===== config.mk =====
export PLATFORM = sky130hd
export DESIGN_NAME = char_lcd_nibble_sequencer
export DESIGN_NICKNAME = d
export VERILOG_FILES = /design/src/clns_pkg.sv /design/src/clns_front.sv /design/src/clns_queue.sv /design/src/clns_back.sv /design/src/char_lcd_nibble_sequencer.sv
export VERILOG_INCLUDE_DIRS = /design/src /design/src/src
export SDC_FILE = /design/constraint.sdc
export NUM_CORES = 1
export LEC_CHECK = 0
export ABC_AREA = 1
export BUFFER_PORTS_ARGS = -buffer_cell sky130_fd_sc_hd__buf_2
export CORE_UTILIZATION = 34
export CTS_BUF_LIST = sky130_fd_sc_hd__clkbuf_4
export CTS_CLUSTER_DIAMETER = 80
export DETAILED_ROUTE_END_ITERATION = 10
export GPL_TIMING_DRIVEN = 0
export PLACE_DENSITY = 0.57
export SYNTH_ARGS = -nofsm -noshare
export SYNTH_HDL_FRONTEND = slang
export SYNTH_SLANG_ARGS = --single-unit

===== constraint.sdc =====
create_clock -name clk -period 5.6 [get_ports clk]
set_input_delay 0.84 -clock clk [delete_from_list [all_inputs] [get_ports clk]]
set_output_delay 0.84 -clock clk [all_outputs]
set_load 0.05 [all_outputs]

===== src/char_lcd_nibble_sequencer_assert.svh =====
// assertion macros for the lcd nibble sequencer rtl
`ifndef CHAR_LCD_NIBBLE_SEQUENCER_ASSERT_SVH
`define CHAR_LCD_NIBBLE_SEQUENCER_ASSERT_SVH

`ifndef ASSERT_OFF
`define CLNS_ASSERT_NEVER(label, clk, rst, expr) \
  label: assert property (@(posedge clk) disable iff (rst) !(expr)) \
    else $error("clns assertion failed");
`define CLNS_ASSERT_IMPLIES(label, clk, rst, cond, conseq) \
  label: assert property (@(posedge clk) disable iff (rst) (cond) |-> (conseq)) \
    else $error("clns assertion failed");
`else
`define CLNS_ASSERT_NEVER(label, clk, rst, expr)
`define CLNS_ASSERT_IMPLIES(label, clk, rst, cond, conseq)
`endif

`endif


===== src/clns_pkg.sv =====
// types, codes and init tables of the lcd nibble sequencer
`default_nettype none

package clns_pkg;

  // request codes carried in the input tuser
  localparam logic [2:0] REQ_CMD    = 3'd0;
  localparam logic [2:0] REQ_DATA   = 3'd1;
  localparam logic [2:0] REQ_CURSOR = 3'd2;
  localparam logic [2:0] REQ_CLEAR  = 3'd3;
  localparam logic [2:0] REQ_INIT   = 3'd4;

  // configuration register indexes
  localparam logic CFG_PULSE_HOLD = 1'b0;
  localparam logic CFG_CLEAR_WAIT = 1'b1;

  localparam logic [9:0]  PULSE_HOLD_RESET = 10'd20;
  localparam logic [15:0] CLEAR_WAIT_RESET = 16'd2;

  localparam logic [7:0] ROW0_BASE = 8'h80;
  localparam logic [7:0] ROW1_BASE = 8'hC0;
  localparam logic [7:0] CMD_CLEAR = 8'h01;

  localparam logic [3:0] INIT_LAST = 4'd8;

  typedef enum logic [1:0] {
    JOB_BYTE,
    JOB_CLEAR,
    JOB_INIT
  } job_kind_t;

  typedef struct packed {
    job_kind_t  kind;
    logic       rs;
    logic [7:0] byte_val;
  } job_t;

  // sequencer state: idle, the four enable phases of a byte, or a wait
  typedef enum logic [2:0] {
    PH_IDLE,
    PH_HI_ON,
    PH_HI_OFF,
    PH_LO_ON,
    PH_LO_OFF,
    PH_WAIT
  } phase_t;

  function automatic logic [7:0] init_cmd(input logic [3:0] step);
    logic [7:0] c;
    unique case (step)
      4'd0, 4'd1, 4'd2: c = 8'h30;
      4'd3:             c = 8'h20;
      4'd4:             c = 8'h28;
      4'd5:             c = 8'h08;
      4'd6:             c = 8'h01;
      4'd7:             c = 8'h06;
      4'd8:             c = 8'h0C;
      default:          c = 8'h00;
    endcase
    return c;
  endfunction

  // wait that comes before each init command
  function automatic logic [15:0] init_wait(input logic [3:0] step);
    logic [15:0] w;
    unique case (step)
      4'd0:       w = 16'd50000;
      4'd1:       w = 16'd5000;
      4'd2:       w = 16'd1000;
      4'd3, 4'd4: w = 16'd10000;
      4'd5, 4'd6: w = 16'd1000;
      4'd7:       w = 16'd2000;
      4'd8:       w = 16'd1000;
      default:    w = 16'd0;
    endcase
    return w;
  endfunction

endpackage

`default_nettype wire


===== src/clns_front.sv =====
// front end: accepts requests and turns them into byte, clear or init jobs
`default_nettype none

module clns_front import clns_pkg::*; (
  input  logic        clk,
  input  logic        rst,
  input  logic        s_tvalid,
  output logic        s_tready,
  input  logic [15:0] s_tdata,
  input  logic [2:0]  s_tuser,
  output logic        job_valid,
  input  logic        job_ready,
  output job_t        job_out
);

  logic       type_ok;
  job_t       job_new;
  logic [7:0] byte_value;
  logic [1:0] cursor_row;
  logic [4:0] cursor_col;
  logic [3:0] col_fixed;

  assign byte_value = s_tdata[7:0];
  assign cursor_row = s_tdata[9:8];
  assign cursor_col = s_tdata[14:10];
  assign col_fixed  = cursor_col[4] ? 4'd0 : cursor_col[3:0];

  assign s_tready = !job_valid || job_ready;

  always_comb begin
    type_ok          = 1'b1;
    job_new.kind     = JOB_BYTE;
    job_new.rs       = 1'b0;
    job_new.byte_val = byte_value;
    unique case (s_tuser)
      REQ_CMD: begin
      end
      REQ_DATA: begin
        job_new.rs = 1'b1;
      end
      REQ_CURSOR: begin
        job_new.byte_val = (cursor_row == 2'd1 ? ROW1_BASE : ROW0_BASE) | {4'd0, col_fixed};
      end
      REQ_CLEAR: begin
        job_new.kind     = JOB_CLEAR;
        job_new.byte_val = CMD_CLEAR;
      end
      REQ_INIT: begin
        job_new.kind = JOB_INIT;
      end
      default: begin
        type_ok = 1'b0;
      end
    endcase
  end

  always_ff @(posedge clk) begin
    if (rst) begin
      job_valid <= 1'b0;
    end else begin
      // unknown request types are taken and dropped
      job_valid <= (s_tvalid && s_tready && type_ok) || (job_valid && !job_ready);
    end
  end

  always_ff @(posedge clk) begin
    if (s_tvalid && s_tready && type_ok) begin
      job_out <= job_new;
    end
  end

endmodule

`default_nettype wire


===== src/clns_queue.sv =====
// short job queue between the front end and the sequencer
`default_nettype none

module clns_queue import clns_pkg::*; #(
  parameter int DEPTH = 2
) (
  input  logic clk,
  input  logic rst,
  input  logic push_valid,
  output logic push_ready,
  input  job_t push_job,
  output logic pop_valid,
  input  logic pop,
  output job_t pop_job
);

  localparam int PW = $clog2(DEPTH);
  localparam int CW = $clog2(DEPTH + 1);

  job_t          mem [DEPTH];
  logic [PW-1:0] wr_ptr;
  logic [PW-1:0] rd_ptr;
  logic [CW-1:0] count;
  logic          do_push;
  logic          do_pop;

  assign push_ready = count != CW'(DEPTH);
  assign pop_valid  = count != '0;
  assign pop_job    = mem[rd_ptr];
  assign do_push    = push_valid && push_ready;
  assign do_pop     = pop && pop_valid;

  always_ff @(posedge clk) begin
    if (rst) begin
      wr_ptr <= '0;
      rd_ptr <= '0;
      count  <= '0;
    end else begin
      if (do_push) begin
        wr_ptr <= (wr_ptr == PW'(DEPTH - 1)) ? '0 : wr_ptr + 1'b1;
      end
      if (do_pop) begin
        rd_ptr <= (rd_ptr == PW'(DEPTH - 1)) ? '0 : rd_ptr + 1'b1;
      end
      if (do_push && !do_pop) begin
        count <= count + 1'b1;
      end else if (do_pop && !do_push) begin
        count <= count - 1'b1;
      end
    end
  end

  always_ff @(posedge clk) begin
    if (do_push) begin
      mem[wr_ptr] <= push_job;
    end
  end

endmodule

`default_nettype wire


===== src/clns_back.sv =====
// back end: steps through the pin events of one job into an output register
`default_nettype none

`include "char_lcd_nibble_sequencer_assert.svh"

module clns_back import clns_pkg::*; (
  input  logic        clk,
  input  logic        rst,
  input  logic [9:0]  pulse_hold_us,
  input  logic [15:0] clear_wait_us,
  input  logic        job_valid,
  input  job_t        job_in,
  output logic        job_pop,
  output logic        m_tvalid,
  input  logic        m_tready,
  output logic [23:0] m_tdata,
  output logic        m_tuser,
  output logic        m_tlast
);

  phase_t      state;
  phase_t      state_next;
  logic [3:0]  step;
  logic [3:0]  step_next;
  job_t        job;
  logic        load;
  logic [7:0]  cur_byte;
  logic [7:0]  prev_cmd;
  logic        ev_rs;
  logic [3:0]  ev_nibble;
  logic        ev_en;
  logic [15:0] ev_hold;
  logic        ev_last;

  assign load    = (state != PH_IDLE) && (!m_tvalid || m_tready);
  assign job_pop = (state == PH_IDLE) && job_valid;

  assign cur_byte = (job.kind == JOB_INIT) ? init_cmd(step) : job.byte_val;
  assign prev_cmd = (step == 4'd0) ? 8'h00 : init_cmd(step - 4'd1);

  // event fields of the current state
  always_comb begin
    ev_rs     = job.rs;
    ev_nibble = cur_byte[7:4];
    ev_en     = 1'b1;
    ev_hold   = {6'd0, pulse_hold_us};
    ev_last   = 1'b0;
    unique case (state)
      PH_HI_ON: begin
      end
      PH_HI_OFF: begin
        ev_en = 1'b0;
      end
      PH_LO_ON: begin
        ev_nibble = cur_byte[3:0];
      end
      PH_LO_OFF: begin
        ev_nibble = cur_byte[3:0];
        ev_en     = 1'b0;
        ev_last   = (job.kind == JOB_BYTE) ||
                    (job.kind == JOB_INIT && step == INIT_LAST);
      end
      PH_WAIT: begin
        ev_rs = 1'b0;
        ev_en = 1'b0;
        if (job.kind == JOB_CLEAR) begin
          ev_nibble = CMD_CLEAR[3:0];
          ev_hold   = clear_wait_us;
          ev_last   = 1'b1;
        end else begin
          ev_nibble = prev_cmd[3:0];
          ev_hold   = init_wait(step);
        end
      end
      default: begin
      end
    endcase
  end

  always_comb begin
    state_next = state;
    step_next  = step;
    unique case (state)
      PH_IDLE: begin
        if (job_valid) begin
          state_next = (job_in.kind == JOB_INIT) ? PH_WAIT : PH_HI_ON;
          step_next  = 4'd0;
        end
      end
      PH_HI_ON: begin
        if (load) state_next = PH_HI_OFF;
      end
      PH_HI_OFF: begin
        if (load) state_next = PH_LO_ON;
      end
      PH_LO_ON: begin
        if (load) state_next = PH_LO_OFF;
      end
      PH_LO_OFF: begin
        if (load) begin
          if (job.kind == JOB_CLEAR) begin
            state_next = PH_WAIT;
          end else if (job.kind == JOB_INIT && step != INIT_LAST) begin
            state_next = PH_WAIT;
            step_next  = step + 4'd1;
          end else begin
            state_next = PH_IDLE;
          end
        end
      end
      PH_WAIT: begin
        if (load) state_next = (job.kind == JOB_CLEAR) ? PH_IDLE : PH_HI_ON;
      end
      default: begin
        state_next = PH_IDLE;
      end
    endcase
  end

  always_ff @(posedge clk) begin
    if (rst) begin
      state <= PH_IDLE;
      step  <= 4'd0;
    end else begin
      state <= state_next;
      step  <= step_next;
    end
  end

  always_ff @(posedge clk) begin
    if (job_pop) begin
      job <= job_in;
    end
  end

  always_ff @(posedge clk) begin
    if (rst) begin
      m_tvalid <= 1'b0;
    end else if (load) begin
      m_tvalid <= 1'b1;
    end else if (m_tready) begin
      m_tvalid <= 1'b0;
    end
  end

  always_ff @(posedge clk) begin
    if (load) begin
      m_tdata <= {3'd0, ev_hold, ev_en, ev_nibble};
      m_tuser <= ev_rs;
      m_tlast <= ev_last;
    end
  end

  `CLNS_ASSERT_NEVER(a_step_range, clk, rst, state != PH_IDLE && step > INIT_LAST)
  `CLNS_ASSERT_NEVER(a_byte_no_wait, clk, rst, state == PH_WAIT && job.kind == JOB_BYTE)
  `CLNS_ASSERT_IMPLIES(a_pop_when_idle, clk, rst, job_pop, state == PH_IDLE && !load)

endmodule

`default_nettype wire


===== src/char_lcd_nibble_sequencer.sv =====
// top level of the character lcd 4-bit nibble sequencer
//
// input stream (s_*): one word per request. s_tuser holds the request
// type (command, data, set cursor, clear, initialise); s_tdata holds the
// byte and the cursor position. unknown types are taken and dropped.
// output stream (m_*): one word per pin event, rs in m_tuser, nibble,
// enable level and hold time in m_tdata, m_tlast on a request's final event.
// cfg port: cfg_we writes cfg_data into register cfg_index at the clock
// edge (0 pulse hold, 1 clear wait); write only while the block is idle.
// path: from the edge that takes the request word, the first event of a
// request passes the queue, sequencer and output register on its way to m_*.
// throughput: the sequencer emits one event per cycle while m_tready lets the
// output register take it, and picks up each job in its idle state first;
// the sequencer sets the rate, the queue hides the front.
// reset (rst, synchronous) empties the queue, idles the sequencer and loads
// pulse hold 20 and clear wait 2. when m_tready is low the event in the output
// register holds, the sequencer waits, and requests pile up in the queue
// until s_tready drops.
`default_nettype none

module char_lcd_nibble_sequencer import clns_pkg::*; #(
  parameter int JOB_DEPTH = 2
) (
  input  logic        clk,
  input  logic        rst,
  input  logic        s_tvalid,
  output logic        s_tready,
  input  logic [15:0] s_tdata,   // byte_value[7:0], cursor_row[9:8], cursor_col[14:10]
  input  logic [2:0]  s_tuser,   // req_type[2:0]
  output logic        m_tvalid,
  input  logic        m_tready,
  output logic [23:0] m_tdata,   // nibble[3:0], enable_level[4], hold_us[20:5]
  output logic        m_tuser,   // reg_select[0]
  output logic        m_tlast,   // last_event
  input  logic        cfg_we,
  input  logic        cfg_index,
  input  logic [15:0] cfg_data
);

  // configuration registers
  logic [9:0]  pulse_hold_us;
  logic [15:0] clear_wait_us;

  // front to queue, queue to sequencer
  logic job_f_valid;
  logic job_f_ready;
  job_t job_f;
  logic job_q_valid;
  logic job_q_pop;
  job_t job_q;

  always_ff @(posedge clk) begin
    if (rst) begin
      pulse_hold_us <= PULSE_HOLD_RESET;
      clear_wait_us <= CLEAR_WAIT_RESET;
    end else if (cfg_we) begin
      unique case (cfg_index)
        CFG_PULSE_HOLD: pulse_hold_us <= cfg_data[9:0];
        CFG_CLEAR_WAIT: clear_wait_us <= cfg_data;
        default: begin
        end
      endcase
    end
  end

  // classify requests into jobs
  clns_front u_front (
    .clk       (clk),
    .rst       (rst),
    .s_tvalid  (s_tvalid),
    .s_tready  (s_tready),
    .s_tdata   (s_tdata),
    .s_tuser   (s_tuser),
    .job_valid (job_f_valid),
    .job_ready (job_f_ready),
    .job_out   (job_f)
  );

  // decouples request intake from event output
  clns_queue #(
    .DEPTH (JOB_DEPTH)
  ) u_queue (
    .clk        (clk),
    .rst        (rst),
    .push_valid (job_f_valid),
    .push_ready (job_f_ready),
    .push_job   (job_f),
    .pop_valid  (job_q_valid),
    .pop        (job_q_pop),
    .pop_job    (job_q)
  );

  // walks each job through its pin events
  clns_back u_back (
    .clk           (clk),
    .rst           (rst),
    .pulse_hold_us (pulse_hold_us),
    .clear_wait_us (clear_wait_us),
    .job_valid     (job_q_valid),
    .job_in        (job_q),
    .job_pop       (job_q_pop),
    .m_tvalid      (m_tvalid),
    .m_tready      (m_tready),
    .m_tdata       (m_tdata),
    .m_tuser       (m_tuser),
    .m_tlast       (m_tlast)
  );

endmodule

`default_nettype wire


**Word level (Yosys, flattened, before mapping)**

Memory sizes are Yosys's and may differ from the RTL's. A register that Yosys moved wholly into a read port is not among the register bits.
Index checks and enable logic that the tools add are counted.
W data, S select, Z words.

- Input bits: 41
- Register bits: 84
- RAM bits: 22
- Bits in read-only memories: 384
- Memories kept: 4
- Output and inout port bits: 28
- Word-level logic and storage cells: 136

- Equal/unequal tests: 24
- Bitwise operators: 2
- $add $sub $neg: 6
- Muxes and demuxes: 45
- Reductions and logical operators: 36

Memory list:

| memory | depth | width | rd ports | clocked after memory_dff | write ports | line | source |
|---|---|---|---|---|---|---|---|
| (name not given) | 16 | 12 | 1 | 1 | 0 | clns_pkg.sv:66 | `unique case (step)` |
| (name not given) | 16 | 6 | 1 | 0 | 0 | clns_pkg.sv:50 | `unique case (step)` |
| (name not given) | 16 | 6 | 1 | 1 | 0 | clns_pkg.sv:50 |  |
| u_queue.mem | 2 | 11 | 1 | 1 | 1 | clns_queue.sv:20 | `job_t mem [DEPTH];` |

Operators with widths:

| operator | number |
|---|---|
| $mux W4 | 11 |
| $mux W3 | 9 |
| $pmux W3 S6 | 1 |
| $mux W16 | 1 |
| $pmux W4 S2 | 2 |
| $pmux W8 S2 | 1 |
| $ne A2 B1 Y1 const B | 7 |
| $mux W1 | 13 |
| $eq A3 B2 Y1 const B | 4 |
| $logic_and A1 B1 Y1 | 11 |
| $mux W10 | 1 |
| $eq A3 B3 Y1 const B | 3 |
| $mux W8 | 1 |
| $or A8 B4 Y8 | 1 |
| $reduce_bool A2 Y1 | 4 |
| $mux W7 | 1 |
| $eq A3 B1 Y1 const B | 2 |
| $logic_not A3 Y1 | 2 |
| $reduce_and A6 Y1 | 1 |
| $logic_not A1 Y1 | 5 |
| $reduce_and A5 Y1 | 1 |
| $reduce_or A5 Y1 | 1 |
| $add A4 B1 Y4 const B | 1 |
| $eq A2 B1 Y1 const B | 2 |
| 19 further kinds | 27 |

**Logic depth before layout (Yosys ltp)**

- Depth after elaboration: 8
- Depth in mapped cells: 17
- Mapped depth without buffers: 17

**Cells and area by module**

A second synthesis with hierarchy kept.

- Cells, all modules: 577
- Area total of the unflattened synthesis: 5484.0 µm²

Modules (own cells, without submodules):

| module | cells an instance | area an instance (µm²) | instances | sequential area each (µm²) |
|---|---|---|---|---|
| clns_back | 324 | 2876.5 | 1 | 1501.4 |
| clns_queue | 71 | 1081.0 | 1 | 760.7 |
| char_lcd_nibble_sequencer | 133 | 1006.0 | 1 | 520.5 |
| clns_front | 49 | 520.5 | 1 | 350.3 |

**Worst setup path after synthesis**

OpenSTA, ideal clock, no wires.

- Path type: input port to flip-flop
- From: in m_tready
- To: reg with a tool-made name
- Buffers on the path: 0
- Stages: 13
- Data required time: 5.486 ns
- Setup slack: 3.182 ns
- Arrival: 2.304 ns
- Path through: nor2_1 > nand3_1 > nand2_2 > inv_2 > nand2_1 > nand2_1 > nand3_1 > inv_1 > ha_1 > inv_1 > nand4_1 > nand3_1 > nand2_1

RTL lines:

| element | line | source |
|---|---|---|
| start, declared | char_lcd_nibble_sequencer.sv:31 | `input logic m_tready,` |

**Worst setup path in the final report**

- From: reg u_back.state[0]
- To: reg u_queue.count[1]

- Longest elaborated chain between the ends: 6

RTL lines:

| element | line | source |
|---|---|---|
| start, declared | clns_back.sv:21 | `phase_t state;` |
| start signal, assigned | clns_back.sv:125 | `state <= state_next;` |
| $logic_not A3 Y1 (*) | clns_back.sv:36 | `assign job_pop = (state == PH_IDLE) && job_valid;` |
| $logic_and A1 B1 Y1 (*) | clns_back.sv:36 |  |
| net job_q_pop | char_lcd_nibble_sequencer.sv:49 | `logic job_q_pop;` |
| $logic_and A1 B1 Y1 (*) | clns_queue.sv:31 | `assign do_pop = pop && pop_valid;` |
| $logic_not A1 Y1 | clns_queue.sv:45 | `if (do_push && !do_pop) begin` |
| $logic_and A1 B1 Y1 | clns_queue.sv:45 |  |
| $mux W2 or $reduce_bool A2 Y1 (tied branches) | -- |  |
| end signal, assigned | clns_queue.sv:46 | `count <= count + 1'b1;` |
| end signal, assigned | clns_queue.sv:48 | `count <= count - 1'b1;` |
| end, declared | clns_queue.sv:23 | `logic [CW-1:0] count;` |

The timed path passes the listed nets; every way through them passes the cells marked *.
A chain may end at the register's enable or synchronous reset.

==> results_dict.tcl <==
set metrics [dict create \
    hold_end "u_queue.mem[1][5]$_DFFE_PP_" \
    cts_sinks 123 \
    setup_viol 0 \
    power_density_nw_per_um2 528 \
    maxSlewHeadroom_pct 25.9 \
    clockBufferDepth 2 \
    holdPathStages 0 \
    ir_drop_mv 0.153 \
    first_iter_violations 155 \
    ys.flop_type "edfxtp_1" \
    wl_per_cell_um 13.2 \
    grt_max_degree 17 \
    fmax_mhz 339 \
    cts_inserted_buffers 17 \
    min-delay-start "u_front.job_out[5]$_SDFFCE_PN0P_" \
    drc_errors 6 \
    antenna_left 0 \
    syn_avg_cell_area_um2 9.75 \
    portBuffers 64 \
    post_cts_buffers 0 \
    drv_slew 0 \
    leakage_nw 2.61 \
    antenna_found_initial 0 \
    yosys_warnings 0 \
    fin_nets 670 \
    syn_to_final_growth_pct 16.5 \
    finalPower_w 0.00319 \
    setup_tns_ns 0 \
    cp.required_ns 6.01 \
    crit_buf_inv 3 \
    layout_common_cells "nand2_1 (98), nor2_1 (72), edfxtp_1 (67)" \
    overflow 0 \
    endpoint_kind "register" \
    layout-drive-gt1-share_pct 22.7 \
    synth-edff-count 67 \
    status "finished, violations left" \
    grt_usage_pct 14.7 \
    path_cells "nor2_4 > inv_1 > nor2_1 > inv_1 > nor2_1 > inv_1 > ha_1 > a21oi_1 > o21ai_0 > o21ai_0 > a21oi_1" \
    initial_core_util_pct 35.3 \
    crit_start "u_back.state[0]$_SDFFE_PP0P_" \
    crit_fanout 15 \
    cp-start-kind "register" \
    cts_tree "yes" \
    clock_latency_ns 0.53 \
    vias_per_cell 4.68 \
    die_w_um 125 \
    synth_area_um2 5180 \
    worstMarginPinSlew_ns 1.11 \
    clk_pin_slew_worst_paths_ns 0.10 \
    hold_buffers 0 \
    max_stage_delay_ns 0.84 \
    ys_seq_area_share_pct 60.4 \
    grt_pass1_wl_mm 17.7 \
    io-pin-count 69 \
    dp_cells 783 \
    gp_congestion 0.868 \
    cts.repair.resized 0 \
    path_class "register to register" \
    syn_inst 532 \
    maxCapViolCount 0 \
    crit_family "simple AND/OR/NAND/NOR gates" \
    async_flop_share_pct 0 \
    failed_checks "design-rule violations" \
    min_period_over_period_pct 52.7 \
    routed_wl_mm 10.8 \
    n_antenna_cell 0 \
    rows 44 \
    die_h_um 125 \
    crit_top_cell "inv_1" \
    layout_min_cycle_time_ns 2.95 \
    grt_pass1_vias 3821 \
    critPathSlowestCell "nor2_1" \
    rsz0062_at_grt "false" \
    yosysUniqueCellTypes 36 \
    vias 3814 \
    fin_cells 815 \
    h-tree-depth 4 \
    rr_worst_depth 11 \
    core_area_um2 14700 \
    hp-class "register to register" \
    hold_viol 0 \
    rr_startpoint "u_back.state[0]$_SDFFE_PP0P_" \
    first_pass_iters 8 \
    r2r_end "u_queue.count[1]$_SDFFE_PP0P_" \
    fin_hold_ws_ns 0.454 \
    clockRootBuffer "clkbuf_4" \
    layout_commonest_cell "nand2_1" \
    reg2reg_setup_slack_ns 2.65 \
    clock_skew_ns 0.0129 \
    dp_hpwl_mm 7.69 \
    dieArea_um2 15700 \
    critPathArrivalTime_ns 3.36 \
    yosys_register_bits 123 \
]
-- report_power, final --
group          internal (W)  leakage, nW  switching [W]
clock              0.000283        0.152       0.000315
combinational      0.000363         1.36       0.000915
sequential          0.00122         1.09      0.0000890
-- routing by layer --
layer  vias up  track usage [%]  share of wire (%)
met1      1745             15.9                 44
met4         0             9.25                3.4
met3        26             4.84                5.0
met2       100             24.9                 48
li1       1943                -                  -
met5         -                0                  0
-- worst register-to-register path, delay by kind of cell, from the launching register on --
kind | cells | cell delay (ns)
simple gates | 3 | 1.28
compound gates | 4 | 0.47
buf+inv | 3 | 0.32
flops | 1 | 0.40
fa+ha+maj | 1 | 0.36
-- synth_stat cells, types with 2 or more instances --
cell type | instances | area share (%)
nor2_4 | 4 | 0.87
clkinv_1 | 3 | 0.22
nand2_1 | 98 | 7.1
nand3_1 | 45 | 4.3
mux2_2 | 10 | 2.2
o211ai_1 | 7 | 1.0
clkbuf_1 | 8 | 0.58
o21ai_0 | 41 | 4.0
dfxtp_1 | 56 | 22
nand2_2 | 6 | 0.72
o21ai_2 | 2 | 0.34
nor3_2 | 2 | 0.39
nand3_4 | 2 | 0.68
inv_1 | 47 | 3.4
inv_2 | 5 | 0.36
buf_4 | 3 | 0.43
edfxtp_1 | 67 | 39
nor3_1 | 3 | 0.29
or2_2 | 6 | 0.72
nand4_1 | 2 | 0.24
nor2_1 | 73 | 5.3
ha_1 | 11 | 2.7
nor2_2 | 2 | 0.24
a21oi_1 | 17 | 1.6
-- cells by family after synthesis --
family          count (synthesis)  share of synthesized area [%]
flops                         123                           60.4
xor+xnor                        2                          0.338
other cells                     1                         0.0723
buf+inv                        69                           5.28
fa+ha+maj                      11                           2.65
mux                            10                           2.17
compound gates                 71                           7.77
simple gates                  245                           21.3
-- worst max-delay path by stage --
stage	endpoint	slack, ns	depth (start not counted)
after floorplan	register	3.18	13
final	u_queue.count[1]$_SDFFE_PP0P_	2.65	11
after CTS	u_queue.count[1]$_SDFFE_PP0P_	2.63	11
after global placement	u_back.m_tdata[18]$_SDFFCE_PN0N_	2.53	3
after global routing	u_queue.count[1]$_SDFFE_PP0P_	2.30	11
after detailed placement	u_queue.count[1]$_SDFFE_PP0P_	2.66	11
-- stage by stage --
stage | util, % | area, um2 | setup WS (ns)
floorplan | - | 5190 | 3.18
global placement | 39.1 | 5740 | 2.53
detailed placement | 39.3 | 5770 | 2.66
CTS | 41.1 | 6040 | 2.63
global route | 41.1 | 6040 | 2.30
finish | 41.1 | 6040 | 2.65
-- area by class of cell --
type	instances	area (um2)
Tap cell	184	230
Fill cell	1419	8660
Sequential cell	123	3130
Buffer	13	61.3
Timing Repair Buffer	65	348
Inverter	56	213
Multi-Input combinational cell	342	1790
Clock buffer	22	165
Clock inverter	10	100
No activity file was read; power rests on OpenSTA's default activity.
